**config.mk**
```make
export PLATFORM = sky130hd
export DESIGN_NAME = dmad_mean
export DESIGN_NICKNAME = d
export VERILOG_FILES = /design/src/hw/rtl/dmad_pkg.sv /design/src/hw/rtl/dmad_mean.sv
export SDC_FILE = /design/constraint.sdc
export NUM_CORES = 1
export LEC_CHECK = 0
export ABC_CLOCK_PERIOD_IN_PS = 15400
export BUFFER_PORTS_ARGS = -buffer_cell sky130_fd_sc_hd__buf_2
export CORE_UTILIZATION = 60
export CTS_CLUSTER_DIAMETER = 150
export DETAILED_ROUTE_END_ITERATION = 6
export GPL_ROUTABILITY_DRIVEN = 0
export GPL_TIMING_DRIVEN = 0
export PLACE_DENSITY = 0.89
export SLEW_MARGIN = 20
export SYNTH_ARGS = -nofsm -noshare
export SYNTH_HDL_FRONTEND = slang
export SYNTH_SLANG_ARGS = --single-unit
```
**constraint.sdc**
```tcl
create_clock -name clk -period 15.4 [get_ports clk]
set_input_delay 0.77 -clock clk [delete_from_list [all_inputs] [get_ports clk]]
set_output_delay 0.77 -clock clk [all_outputs]
set_load 0.05 [all_outputs]
```
**src/hw/rtl/dmad_pkg.sv**
```systemverilog
// ----------------------------------------------------------------------------
// dmad_pkg
// Shared widths and constants of the dual moving average difference block.
// ----------------------------------------------------------------------------
package dmad_pkg;

    localparam int PRICE_W = 16;
    localparam int DAY_W   = 20;
    localparam int FRAC_W  = 8;
    localparam int AVG_W   = 24;
    localparam int GAP_W   = 25;

    localparam logic [DAY_W-1:0] DAY_MAX = {DAY_W{1'b1}};

    typedef logic [PRICE_W-1:0] price_t;
    typedef logic [DAY_W-1:0]   day_t;
    typedef logic [AVG_W-1:0]   avg_t;
    typedef logic signed [GAP_W-1:0] gap_t;

endpackage

```
**src/hw/rtl/dmad_mean.sv**
```systemverilog
// ----------------------------------------------------------------------------
// dmad_mean
// Q.8 window mean: sum * 256 / WINDOW by reciprocal multiply, product registered.
// ----------------------------------------------------------------------------
module dmad_mean #(
    parameter int WINDOW = 5,
    parameter int SUM_W  = 19
) (
    input  logic               clk,
    input  logic               load,
    input  logic [SUM_W-1:0]   sum,
    output dmad_pkg::avg_t     average
);

    localparam int LOG_W  = $clog2(WINDOW);
    // dividend is sum * 256, so it has SUM_W + 8 bits
    localparam int SHIFT  = SUM_W + dmad_pkg::FRAC_W + LOG_W;
    localparam int RECIP_W = SUM_W + dmad_pkg::FRAC_W + 1;
    localparam int PROD_W  = SUM_W + RECIP_W;
    localparam logic [63:0] RECIP_FULL =
        ((64'd1 << SHIFT) + 64'(WINDOW) - 64'd1) / 64'(WINDOW);
    localparam logic [RECIP_W-1:0] RECIP = RECIP_FULL[RECIP_W-1:0];

    logic [PROD_W-1:0] product_reg;
    logic [PROD_W-1:0] product_next;

    always_comb
    begin
        product_next = load ? (PROD_W'(sum) * PROD_W'(RECIP)) : product_reg;
    end

    always_ff @(posedge clk)
    begin
        product_reg <= product_next;
    end

    // low 8 bits of the shift are the implied 256 scale of the dividend
    assign average = product_reg[SHIFT-dmad_pkg::FRAC_W +: dmad_pkg::AVG_W];

endmodule

```
==> results.ini <==
[drt]
drtPass1Iterations=5
drtIter0Drc=378
vias=5228
via_per_inst=5.732
wl_per_cell_microns=17.19
wl_microns=15680
drc=0
final_antenna_net_count=0

[critical_path]
cp.buffers_inverters=8
max_stage_delay_ns=0.54
critPathSlowestCell=fa_1
cp_common_cell=inv_1
path_cells=buf_2 -> ha_1 -> inv_1 -> fa_1 -> inv_1 -> fa_1 -> inv_1 -> fa_1 -> inv_1 -> fa_1 -> inv_1 -> fa_1 -> inv_1 -> ha_1 -> buf_2 -> nand4_1 -> or4_1 -> a221o_1 -> and4_4 -> o31a_1 -> o21ai_2 -> a221oi_2 -> xnor2_1
start_kind=input port
arrival_ns=6.62
crit_fanout=8
setup.worst_path.end_class=register
path_class=input port to register
required_ns=15.42
cpLargestDelayFamily=adder cells
crit_start=sum[4]

[finish]
final_area_sq_um=7420
fin_nets=1044
synthToLayoutAreaGrowth_pct=6.770
multi_input_area_sq_um=5366
drive_gt1_share_pct=7.254
diodes=0
largest_register_ffs=24
regArea_sq_um=720.7
nFillCells=799

[place]
placed_area_sq_um=7345
dp_worst_setup_slack_ns=8.498
io_buffers=44
dp_hpwl_microns=14220

[floorplan]
die_x_microns=109.6
coreArea_sq_um=11080
rows=38
die-area_sq_um=12020
dieHeight_microns=109.6
io_pins=45
start_util_pct=62.73

[timing]
setup_viol=0
fin_ws_ns=8.801
max_freq_mhz=151.5
slew_headroom_pct=63.13
rsz0062_at_grt=no
setup_tns_ns=0
fin_crit_sh_pct=42.85
worst_slew_pin_slew_ns=0.5392
slew_viol_final=0
period_needed_ns=6.599
hold_violations=0

[synth]
yosysSeqAreaShare_pct=10.37
synthTopCellsByCount=inv_1 (226), ha_1 (140), fa_1 (109)
ys_types=53
synthCells=725
ys.flop_type=edfxtp_1
synth_seq_cells=24
synth_top_area_share_pct=31.40
synth_area_leaders=fa_1 (31%), ha_1 (25%), inv_1 (12%)
synth_top_cell_by_area=fa_1
synth_most_common_cell=inv_1
mappedNetlistArea_sq_um=6949
syn_nets=995
synth-edff-count=24
ys_async_sr_fraction_pct=0
yosys_warnings=0
syn_area_per_cell_sq_um=9.585

[global_routing]
grt-ovfl-total=0
grt_pass1_vias=5493
grt_max_degree=25
antenna_found_initial=0
grt.total_usage_pct=27.89
grt_pass1_wl_microns=25300

[clock_tree]
htree_levels=1
cts_sinks=24
cts_resized=0
clkTransAtPathRegs_ns=0.06
cts_buffers=3
cts_root_buffer=clkbuf_16
cts_tree=done
cts_hold_buffers=0
post_cts_buffers=0
ctsLongestPathBuffers=2

[run]
drv_cap=0

[worst_hold_path]
hold_start=load
hold_path.class=input port to register

[outcome]
outcome=finished, final reports clean

[cells in the final DEF (no fill, tap or decap), drive strengths merged, types with 2 or more instances in the layout]
cell	count
inv	226
ha	140
fa	109
buf	46
a21oi	32
edfxtp	24
nand2	19
xnor2	18
a21o	17
o21ai	15
nand3	14
nor2	13
xor2	10
o21bai	7
nor3	7
nand4	6
and3	5
a31oi	5
a211oi	5
and2	4
o211ai	4
and4	4
clkbuf	4
or4	3
or3	3
o21a	3
a221oi	3
nor2b	2
and4b	2
nor3b	2
nand2b	2
a21boi	2
o31ai	2
a211o	2
o311ai	2
[path summary, 6_finish.rpt]
kind | end | slack, ns | cells after the start
worst max-delay path | product_reg[40] | 8.80 | 23
worst min-delay path | product_reg[29] | 1.02 | 1
[cell families after synthesis]
kind of cell	after synthesis	synth area share, %
compound gates	106	10.08
xor+xnor	28	3.529
fa+ha+maj	249	56.61
buf+inv	229	12.41
flops	24	10.37
simple gates	89	7.004
[cell type report]
type	count	share of cell area, %
multi-input combinational	472	72.33
inverter	226	11.43
sequential	24	9.713
timing repair buffer	44	2.968
tap	140	2.361
clock buffer	3	1.012
buffer	3	0.1855
[metrics by stage]
step	instances	util, %	hold slack [ns]
floorplan	725	-	0.8825
global placement	909	66.30	1.283
detailed placement	909	66.30	1.300
CTS	912	66.98	1.031
global route	912	66.98	1.065
finish	912	66.98	1.022
[metal layers]
metal,up-vias,global-route usage [%],wire (microns)
met4,0,11.71,567
met3,46,3.853,1025
met2,233,48.74,7893
met5,-,0,0
met1,2523,34.58,6194
li1,2426,-,-
Power is left out: the tool's default activity adds up to more than one toggle a clock period on the data nets, which glitch-free logic cannot reach.
