**src/hw/rtl/dmad_pkg.sv**
```systemverilog
// ----------------------------------------------------------------------------
// dmad_pkg
// Shared widths and constants of the dual moving average difference block.
// ----------------------------------------------------------------------------
package dmad_pkg;

    localparam int PRICE_W = 16;
    localparam int DAY_W   = 20;
    localparam int FRAC_W  = 8;
    localparam int AVG_W   = 24;
    localparam int GAP_W   = 25;

    localparam logic [DAY_W-1:0] DAY_MAX = {DAY_W{1'b1}};

    typedef logic [PRICE_W-1:0] price_t;
    typedef logic [DAY_W-1:0]   day_t;
    typedef logic [AVG_W-1:0]   avg_t;
    typedef logic signed [GAP_W-1:0] gap_t;

endpackage

```
**src/hw/rtl/dmad_cell.sv**
```systemverilog
// ----------------------------------------------------------------------------
// dmad_cell
// One slot of the sample delay line, handing its sample on at each shift.
// ----------------------------------------------------------------------------
module dmad_cell (
    input  logic            clk,
    input  logic            rst_n,
    input  logic            shift,
    input  dmad_pkg::price_t sample_in,
    output dmad_pkg::price_t sample_out
);

    dmad_pkg::price_t sample_reg;
    dmad_pkg::price_t sample_next;

    always_comb
    begin
        sample_next = shift ? sample_in : sample_reg;
    end

    // history starts as zero samples
    always_ff @(posedge clk or negedge rst_n)
    begin
        if (!rst_n)
        begin
            sample_reg <= '0;
        end
        else
        begin
            sample_reg <= sample_next;
        end
    end

    assign sample_out = sample_reg;

endmodule

```
**config.mk**
```make
export PLATFORM = sky130hd
export DESIGN_NAME = dmad_cell
export DESIGN_NICKNAME = d
export VERILOG_FILES = /design/src/hw/rtl/dmad_pkg.sv /design/src/hw/rtl/dmad_cell.sv
export SDC_FILE = /design/constraint.sdc
export NUM_CORES = 1
export LEC_CHECK = 0
export BUFFER_PORTS_ARGS = -buffer_cell sky130_fd_sc_hd__clkbuf_2
export CAP_MARGIN = 10
export CORE_MARGIN = 5
export CORE_UTILIZATION = 42
export CTS_CLUSTER_SIZE = 16
export DETAILED_ROUTE_END_ITERATION = 8
export PLACE_DENSITY_LB_ADDON = 0.3
export SLEW_MARGIN = 20
export SYNTH_ARGS = -nofsm -noshare
export SYNTH_HDL_FRONTEND = slang
export SYNTH_SLANG_ARGS = --single-unit
```
**constraint.sdc**
```tcl
create_clock -name clk -period 0.87 [get_ports clk]
set_input_delay 0.174 -clock clk [delete_from_list [all_inputs] [get_ports clk]]
set_output_delay 0.174 -clock clk [all_outputs]
set_load 0.005 [all_outputs]
```
==> out/metrics.cfg, run 1 <==
[status]
status = complete, but fails checks
violations = setup timing

[synthesis]
syn-cell-area_um2 = 649
syn_inst = 34
synth_cell_types = 5
ys_top_cells_by_area = dfrtp_1 (62%), mux2_4 (23%), mux2_2 (10%)
ys_ff_latch = 16
avgSynthCellArea_um2 = 19.1
yosysSeqAreaShare = 0.617
synth_area_leader_cell = dfrtp_1
yosys_warnings = 0
synth_top_cell_area_share = 0.617
syn_nets = 53

[worst_setup_path]
cp.depth = 1
r2r_cells = 2
cp_top_family = flip-flops
cp_slowest_cell = dfrtp_1
r2r-start = sample_out[4]$_DFFE_PN0P_
crit_required_ns = 0.70
critPathCaptureType = primary output
startpoint_type = register
cp.arrival_ns = 0.79
r2r_end = sample_out[4]$_DFFE_PN0P_
crit_type = reg2out
path_buf_inv = 1
path_max_fanout = 2
cp_cell_sequence = clkbuf_2
cp_slowest_stage_delay_ns = 0.40
reg2reg_slack_ns = -0.02

[power_and_ir_drop]
cellLeakagePower_nw = 0.507
peakVddDrop_mv = 1.17
total_power_mw = 1.67
p_per_area_nw_per_um2 = 1780

[min_path]
hp-class = in2reg
min_path_cells = 2
holdPathEnd = sample_out[2]$_DFFE_PN0P_
hp-start = sample_in[2]

[place]
gp_congestion = 0.740
placed_cell_area_um2 = 836
place_hpwl_um = 970
io_buffers = 34
place_inst = 84

[clocking]
post_cts_resized = 0
clock_latency_ns = 0.28
cts_max_level = 1
clock-sinks = 16
clk_pin_slew_worst_paths_ns = 0.09
cts_made_buffers = 3
cts_root_buf = clkbuf_4
cts_max_path_buffers = 2
cts_tree = yes

[sta]
slew_violations = 0
fin_skew_ns = 0
timing.hold.ws_ns = 0.119
period_share = 1.11
min_period_ns = 0.966
fin_ws_ns = -0.0957
setup_violations = 22
relSlewSlack = 0.745
worst_pin_slew_ns = 0.383
hold_viol = 0
fmax_mhz = 1040
grt_setup_unrepaired = true

[final_layout]
largest_register_ffs = 16
drive_above_1_share = 0.788
antennaDiodeCount = 0
fin_area_um2 = 935
final_cells = 96
final_util = 0.628
areaGrowthSynthToFinish_pct = 43.9
nets = 100

[grt]
overflow = 0
grt_pass1_wl_um = 2130
antenna_found_initial = 0
grt_start_max_net_pins = 17
grt_usage = 0.116
grt_pass1_vias = 454

[detailed_routing]
dr.pass1.iters = 3
remaining_drc_errors = 0
vias = 446
avgRoutedWirePerCell_um = 13.9
vias_per_cell = 4.65
drt-initial-drc-count = 2
antenna_left = 0
routed_wl_um = 1330

[die]
core_um2 = 1490
dieArea_um2 = 2430
die_h_um = 49.3
boundaryPins = 35
fp.dieW_um = 49.3
rows = 14
start_util = 0.436

[job]
cap_violations = 0

## how the worst max path moves through the flow
| stage | from | to | slack, ns |
|---|---|---|---|
| detailed placement | shift | sample_out[13]$_DFFE_PN0P_ | -0.05 |
| CTS | sample_out[13]$_DFFE_PN0P_ | sample_out[13] | -0.11 |
| floorplan | shift | sample_out[10]$_DFFE_PN0P_ | 0.03 |
| finish | sample_out[10]$_DFFE_PN0P_ | sample_out[10] | -0.1 |
| global route | sample_out[3]$_DFFE_PN0P_ | sample_out[3] | -0.15 |
| global placement | shift | sample_out[1]$_DFFE_PN0P_ | -0.02 |
## Yosys cell counts
cell type,number
buf_12,1
mux2_4,10
dfrtp_1,16
mux2_2,6
buf_6,1
## placed cells by master (no fill, tap or decap)
| cell type | count |
|---|---|
| dlygate4sd3_1 | 1 |
| buf_4 | 8 |
| clkbuf_8 | 1 |
| mux2_4 | 10 |
| clkbuf_4 | 3 |
| clkbuf_2 | 34 |
| buf_12 | 1 |
| dfrtp_1 | 16 |
| mux2_2 | 6 |
## metrics by stage
stage | TNS [ns] | setup slack (ns)
after global placement | -0.0637 | -0.0248
after floorplan | 0 | 0.0344
after detailed placement | -0.169 | -0.0459
final | -1.39 | -0.0957
after CTS | -1.65 | -0.114
after global routing | -2.40 | -0.149
## power by group
part           internal, mW  switching, mW  total [mW]  leakage, nW
sequential            0.817         0.0385       0.856        0.187
combinational         0.221          0.111       0.332        0.299
clock                 0.254          0.223       0.477       0.0210
## cell families (layout without fill, tap and decap cells)
group | after synthesis | count (layout) | synth area share
flip-flops | 16 | 16 | 0.617
multiplexers | 16 | 16 | 0.335
buffers and inverters | 2 | 48 | 0.0482
## cell type report
cell class | count | area (um2)
Timing Repair Buffer | 44 | 260
Multi-Input combinational cell | 16 | 218
Sequential cell | 16 | 400
Tap cell | 16 | 20.0
Fill cell | 123 | 554
Clock buffer | 4 | 36.3
## per-layer routing
layer  vias up  wire length (um)  share of wire  track usage
met2        13               710           0.53        0.180
li1        210                 -              -            -
met4         0                 0              0       0.0538
met1       223               535           0.40        0.138
met5         -                 0              0            0
met3         0                86          0.065       0.0459
## repair_timing
item,4_1_cts,5_1_grt
hold buffers,1,0
endpoints found under the hold margin,16,0
setup buffers,5,2
setup endpoints to repair,16,21
(Power assumes the default switching activity.)
==> run 2, diff against run 1 <==
--- a/config.mk
+++ b/config.mk
@@ -7,7 +7,6 @@
 export LEC_CHECK = 0
 export BUFFER_PORTS_ARGS = -buffer_cell sky130_fd_sc_hd__clkbuf_2
 export CAP_MARGIN = 10
-export CORE_MARGIN = 5
 export CORE_UTILIZATION = 42
 export CTS_CLUSTER_SIZE = 16
 export DETAILED_ROUTE_END_ITERATION = 8
==> run 2 against run 1 <==
Effect of this change:
- the run still ends with setup timing left
- setup slack worse by 0.011 ns
- register-to-register slack hardly changed
- via count is 2.9% lower
- count of clock-buffer cells in the layout stayed put
- final cell count is 3.1% lower
- die area is 30% lower
- critical endpoint is now sample_out[6]
- combinational power is 5% lower
- power is 0.87% lower
- critical path type unchanged
- first-iteration DRC count stayed put
==> out/metrics.cfg, run 2 (synthesized netlist as in run 1, its figures left out) <==
[status]
status = complete, but fails checks
violations = setup timing

[place]
place_inst = 82
place_hpwl_um = 832
gp_congestion = 0.620
io_buffers = 34
preCtsSetupSlack_ns = -0.0482

[detailed_routing]
dr.pass1.iters = 2
avgRoutedWirePerCell_um = 12.1
met3_length_um = 66
vias_per_cell = 4.66
vias = 433
routed_wl_um = 1130
remaining_drc_errors = 0
antenna_left = 0
top_layer = met3
wl_met1_um = 493
dr_wl_met2_um = 567
drt-initial-drc-count = 2

[clocking]
clock-sinks = 16
cts_root_buf = clkbuf_4
cts_tree = yes
cts_max_path_buffers = 2
clock_latency_ns = 0.27
clk_pin_slew_worst_paths_ns = 0.10
cts_made_buffers = 3
cts_max_level = 1

[worst_setup_path]
cp.arrival_ns = 0.80
crit_required_ns = 0.70
cp_top_family = flip-flops
critPathCaptureType = primary output
reg2reg_slack_ns = -0.02
startpoint_type = register
cp_slowest_cell = dfrtp_1
cp_cell_sequence = clkbuf_2
cp_slowest_stage_delay_ns = 0.41
path_buf_inv = 1
path_max_fanout = 2
r2r-start = sample_out[5]$_DFFE_PN0P_
crit_type = reg2out
r2r_end = sample_out[5]$_DFFE_PN0P_
r2r_cells = 2

[final_layout]
largest_register_ffs = 16
final_cells = 93
final_common_cell = clkbuf_2
areaGrowthSynthToFinish_pct = 42.0
drive_above_1_share = 0.782
nets = 98
multiInputGateArea_um2 = 218
n_fill_cell = 112
antennaDiodeCount = 0
final_util = 0.675
mostFrequentLayoutCells = clkbuf_2 (34), dfrtp_1 (16), mux2_4 (10), mux2_2 (6), buf_4 (5)
ff_latch_area_um2 = 400

[grt]
grt_pass1_vias = 373
grt_pass1_wl_um = 1610
grt_usage = 0.151
overflow = 0
grt_start_max_net_pins = 17
antenna_found_initial = 0

[power_and_ir_drop]
cellLeakagePower_nw = 0.499
p_per_area_nw_per_um2 = 1790
peakVddDrop_mv = 0.947

[sta]
min_period_ns = 0.977
worst_pin_slew_ns = 0.392
grt_setup_unrepaired = true
slew_violations = 0
relSlewSlack = 0.739
period_share = 1.12
fmax_mhz = 1020
setup_violations = 21
fin_skew_ns = 0
fin_ws_ns = -0.107
hold_viol = 0

[die]
core_um2 = 1370
dieArea_um2 = 1710
start_util = 0.475
fp.dieW_um = 41.3
rows = 13
die_h_um = 41.3
boundaryPins = 35

[min_path]
hp-start = sample_in[7]
hp-class = in2reg
holdPathEnd = sample_out[7]$_DFFE_PN0P_
min_path_cells = 2

[job]
cap_violations = 0

==> run 2: stage by stage <==
| stage | TNS, ns | cell area (um2) | hold WS, ns | total power [mW] |
|---|---|---|---|---|
| floorplan | 0 | 649 | -0.122 | 1.01 |
| global placement | -0.181 | 827 | 0.116 | 1.14 |
| detailed placement | -0.305 | 827 | 0.115 | 1.15 |
| CTS | -1.54 | 903 | 0.106 | 1.66 |
| global route | -2.33 | 922 | 0.0917 | 1.75 |
| finish | -1.37 | 922 | 0.113 | 1.65 |
==> run 2: power by group <==
part	leakage [nW]	switching (mW)	internal, mW	total (mW)
clock	0.0210	0.223	0.254	0.477
combinational	0.291	0.102	0.215	0.317
sequential	0.187	0.0391	0.818	0.857
==> run 2: worst max-delay path by stage <==
| stage | from | to | slack, ns | cells after the start |
|---|---|---|---|---|
| after detailed placement | shift | sample_out[13]$_DFFE_PN0P_ | -0.05 | 3 |
| final | sample_out[6]$_DFFE_PN0P_ | sample_out[6] | -0.11 | 1 |
| after global placement | shift | sample_out[0]$_DFFE_PN0P_ | -0.03 | 3 |
| after CTS | sample_out[5]$_DFFE_PN0P_ | sample_out[5] | -0.11 | 1 |
| after global routing | sample_out[4]$_DFFE_PN0P_ | sample_out[4] | -0.15 | 1 |
| after floorplan | shift | sample_out[10]$_DFFE_PN0P_ | 0.03 | 3 |
==> run 2: routing by layer <==
metal  vias to the layer above  global-route usage
li1                        204                   -
met2                        15               0.223
met5                         -                   0
met1                       214               0.201
met4                         0              0.0726
met3                         0              0.0479
==> run 2: area by class of cell <==
class                      instances  share of cell area
tap                               15              0.0204
sequential                        16               0.434
timing repair buffer              42               0.270
multi-input combinational         16               0.236
clock buffer                       4              0.0393
==> run 2: timing repair <==
item	CTS	global route
buffers inserted	4	2
hold buffers	1	0
resized for setup	0	1
endpoints found under the setup margin	16	20
endpoints found under the hold margin	16	0
==> run 3, diff against run 2 <==
--- a/config.mk
+++ b/config.mk
@@ -5,6 +5,7 @@
 export SDC_FILE = /design/constraint.sdc
 export NUM_CORES = 1
 export LEC_CHECK = 0
+export ABC_AREA = 1
 export BUFFER_PORTS_ARGS = -buffer_cell sky130_fd_sc_hd__clkbuf_2
 export CAP_MARGIN = 10
 export CORE_UTILIZATION = 42
==> run 3 against run 2 <==
Effect of this change:
- the run still ends with setup timing left
- maximum frequency rose by 0.87%
- worst hold slack got worse by 0.017 ns
- sequential share of layout area fell by 1.3 points
- synthesized cell count rose by 100%
- first-iteration DRC count fell by 100%
- critical endpoint is now sample_out[1]
- wire length rose by 21%
- clock power fell by 2%
- highest routed layer is now met4
==> out/metrics.cfg, run 3 <==
[synthesis]
async_reset_ff_frac = 1.00
synth_area_leader_cell = dfrtp_1
syn_nets = 87
yosys_warnings = 0
syn_inst = 68
ys_top_cells_by_area = dfrtp_1 (62%), nand2_1 (25%), nand2_2 (4.9%)
synth_cell_types = 6
avgSynthCellArea_um2 = 9.48
synth_edf_count = 0
synth_top_cell_area_share = 0.621
synth-main-ff-cell = dfrtp_1
yosysSeqAreaShare = 0.621
ys_ff_latch = 16
syn-cell-area_um2 = 644
synth.most_common_cell = nand2_1
synthTopCellsByCount = nand2_1 (43), dfrtp_1 (16), nand2_2 (5), buf_6 (2)

[sta]
period_share = 1.11
slew_violations = 0
worst_pin_slew_ns = 0.399
setup_violations = 16
hold_viol = 0
tns_ns = -1.24
grt_setup_unrepaired = true
fmax_mhz = 1030
fin_ws_ns = -0.0982
min_period_ns = 0.968
relSlewSlack = 0.734
fin_skew_ns = 0

[place]
io_buffers = 34
place_hpwl_um = 845
gp_congestion = 0.578
placed_cell_area_um2 = 806
preCtsSetupSlack_ns = 0.156
place_inst = 116

[detailed_routing]
vias_per_cell = 4.34
avgRoutedWirePerCell_um = 10.2
drt-initial-drc-count = 0
vias = 581
dr.pass1.iters = 1
routed_wl_um = 1360
antenna_left = 0
remaining_drc_errors = 0

[final_layout]
final_cells = 134
largest_register_ffs = 16
n_fill_cell = 121
antennaDiodeCount = 0
mostFrequentLayoutCells = nand2_1 (43), clkbuf_2 (34), dfrtp_1 (16), buf_4 (15), nand2_2 (5)
final_common_cell = nand2_1
drive_above_1_share = 0.496
fin_area_um2 = 950
areaGrowthSynthToFinish_pct = 47.4
nets = 139
final_util = 0.695
multiInputGateArea_um2 = 193
ff_latch_area_um2 = 400

[worst_setup_path]
crit_required_ns = 0.70
r2r_cells = 4
path_max_fanout = 2
startpoint_type = register
critPathCaptureType = primary output
cp_cell_sequence = clkbuf_2
cp_slowest_cell = dfrtp_1
path_buf_inv = 1
cp_top_family = flip-flops
cp_slowest_stage_delay_ns = 0.41
crit_type = reg2out
cp.depth = 1
cp.arrival_ns = 0.79

[clocking]
cts_max_path_buffers = 2
clock-sinks = 16
clk_pin_slew_worst_paths_ns = 0.09
cts_root_buf = clkbuf_4
cts_made_buffers = 3
cts_max_level = 1
cts_tree = yes
clock_latency_ns = 0.27

[power_and_ir_drop]
peakVddDrop_mv = 1.13
p_per_area_nw_per_um2 = 1710
cellLeakagePower_nw = 0.582

[die]
rows = 13
fp.dieW_um = 41.2
die_h_um = 41.2
boundaryPins = 35
core_um2 = 1370
dieArea_um2 = 1690
start_util = 0.472

[min_path]
hp-class = in2reg
min_path_cells = 3

[grt]
grt_start_max_net_pins = 17
grt_pass1_wl_um = 1700
overflow = 0
antenna_found_initial = 0
grt_pass1_vias = 423
grt_usage = 0.158

[status]
violations = setup timing
status = complete, but fails checks

[job]
cap_violations = 0

[run 3: logic make-up (layout without fill, tap and decap cells)]
| kind of cell | count (synthesis) | in the layout | share of synthesized area |
|---|---|---|---|
| buffers and inverters | 4 | 55 | 0.0796 |
| flip-flops | 16 | 16 | 0.621 |
| AND/OR/NAND/NOR | 48 | 48 | 0.299 |
[run 3: path summary, 6_finish.rpt]
path                                           startpoint                         to  slack, ns
worst max-delay path            sample_out[1]$_DFFE_PN0P_              sample_out[1]       -0.1
worst min-delay path                         sample_in[3]  sample_out[3]$_DFFE_PN0P_        0.1
worst max register to register  sample_out[8]$_DFFE_PN0P_  sample_out[8]$_DFFE_PN0P_       0.02
worst min register to register  sample_out[5]$_DFFE_PN0P_  sample_out[5]$_DFFE_PN0P_       0.48
max in group asynchronous                           rst_n  sample_out[7]$_DFFE_PN0P_       0.25
min in group asynchronous                           rst_n  sample_out[1]$_DFFE_PN0P_       0.34
[run 3: where the power goes]
| part | internal, mW | switching (mW) | total, mW | leakage, nW |
|---|---|---|---|---|
| combinational | 0.175 | 0.136 | 0.311 | 0.366 |
| sequential | 0.809 | 0.0360 | 0.845 | 0.195 |
| clock | 0.254 | 0.214 | 0.468 | 0.0210 |
[run 3: stage by stage]
stage	hold slack, ns	power [mW]
finish	0.0956	1.62
global route	0.0968	1.72
CTS	0.0926	1.61
detailed placement	0.111	1.09
global placement	0.112	1.08
floorplan	-0.122	0.968
[run 3: layout make-up]
class                           count  area share
Clock buffer                        4      0.0382
Inverter                            1     0.00922
Multi-Input combinational cell     48       0.203
Sequential cell                    16       0.422
Tap cell                           15      0.0198
Timing Repair Buffer               50       0.308
[run 3: layer usage]
metal / wire, um / GRT usage
met1: 553 / 0.156
met2: 735 / 0.305
met3: 59 / 0.0326
met4: 13 / 0.0726
met5: 0 / 0
[run 3: timing repair]
action | CTS | global route
buffers inserted | 8 | 5
hold buffers | 1 | 0
endpoints found under the setup margin | 16 | 16
gates resized for setup | 0 | 0
hold endpoints to repair | 16 | 0
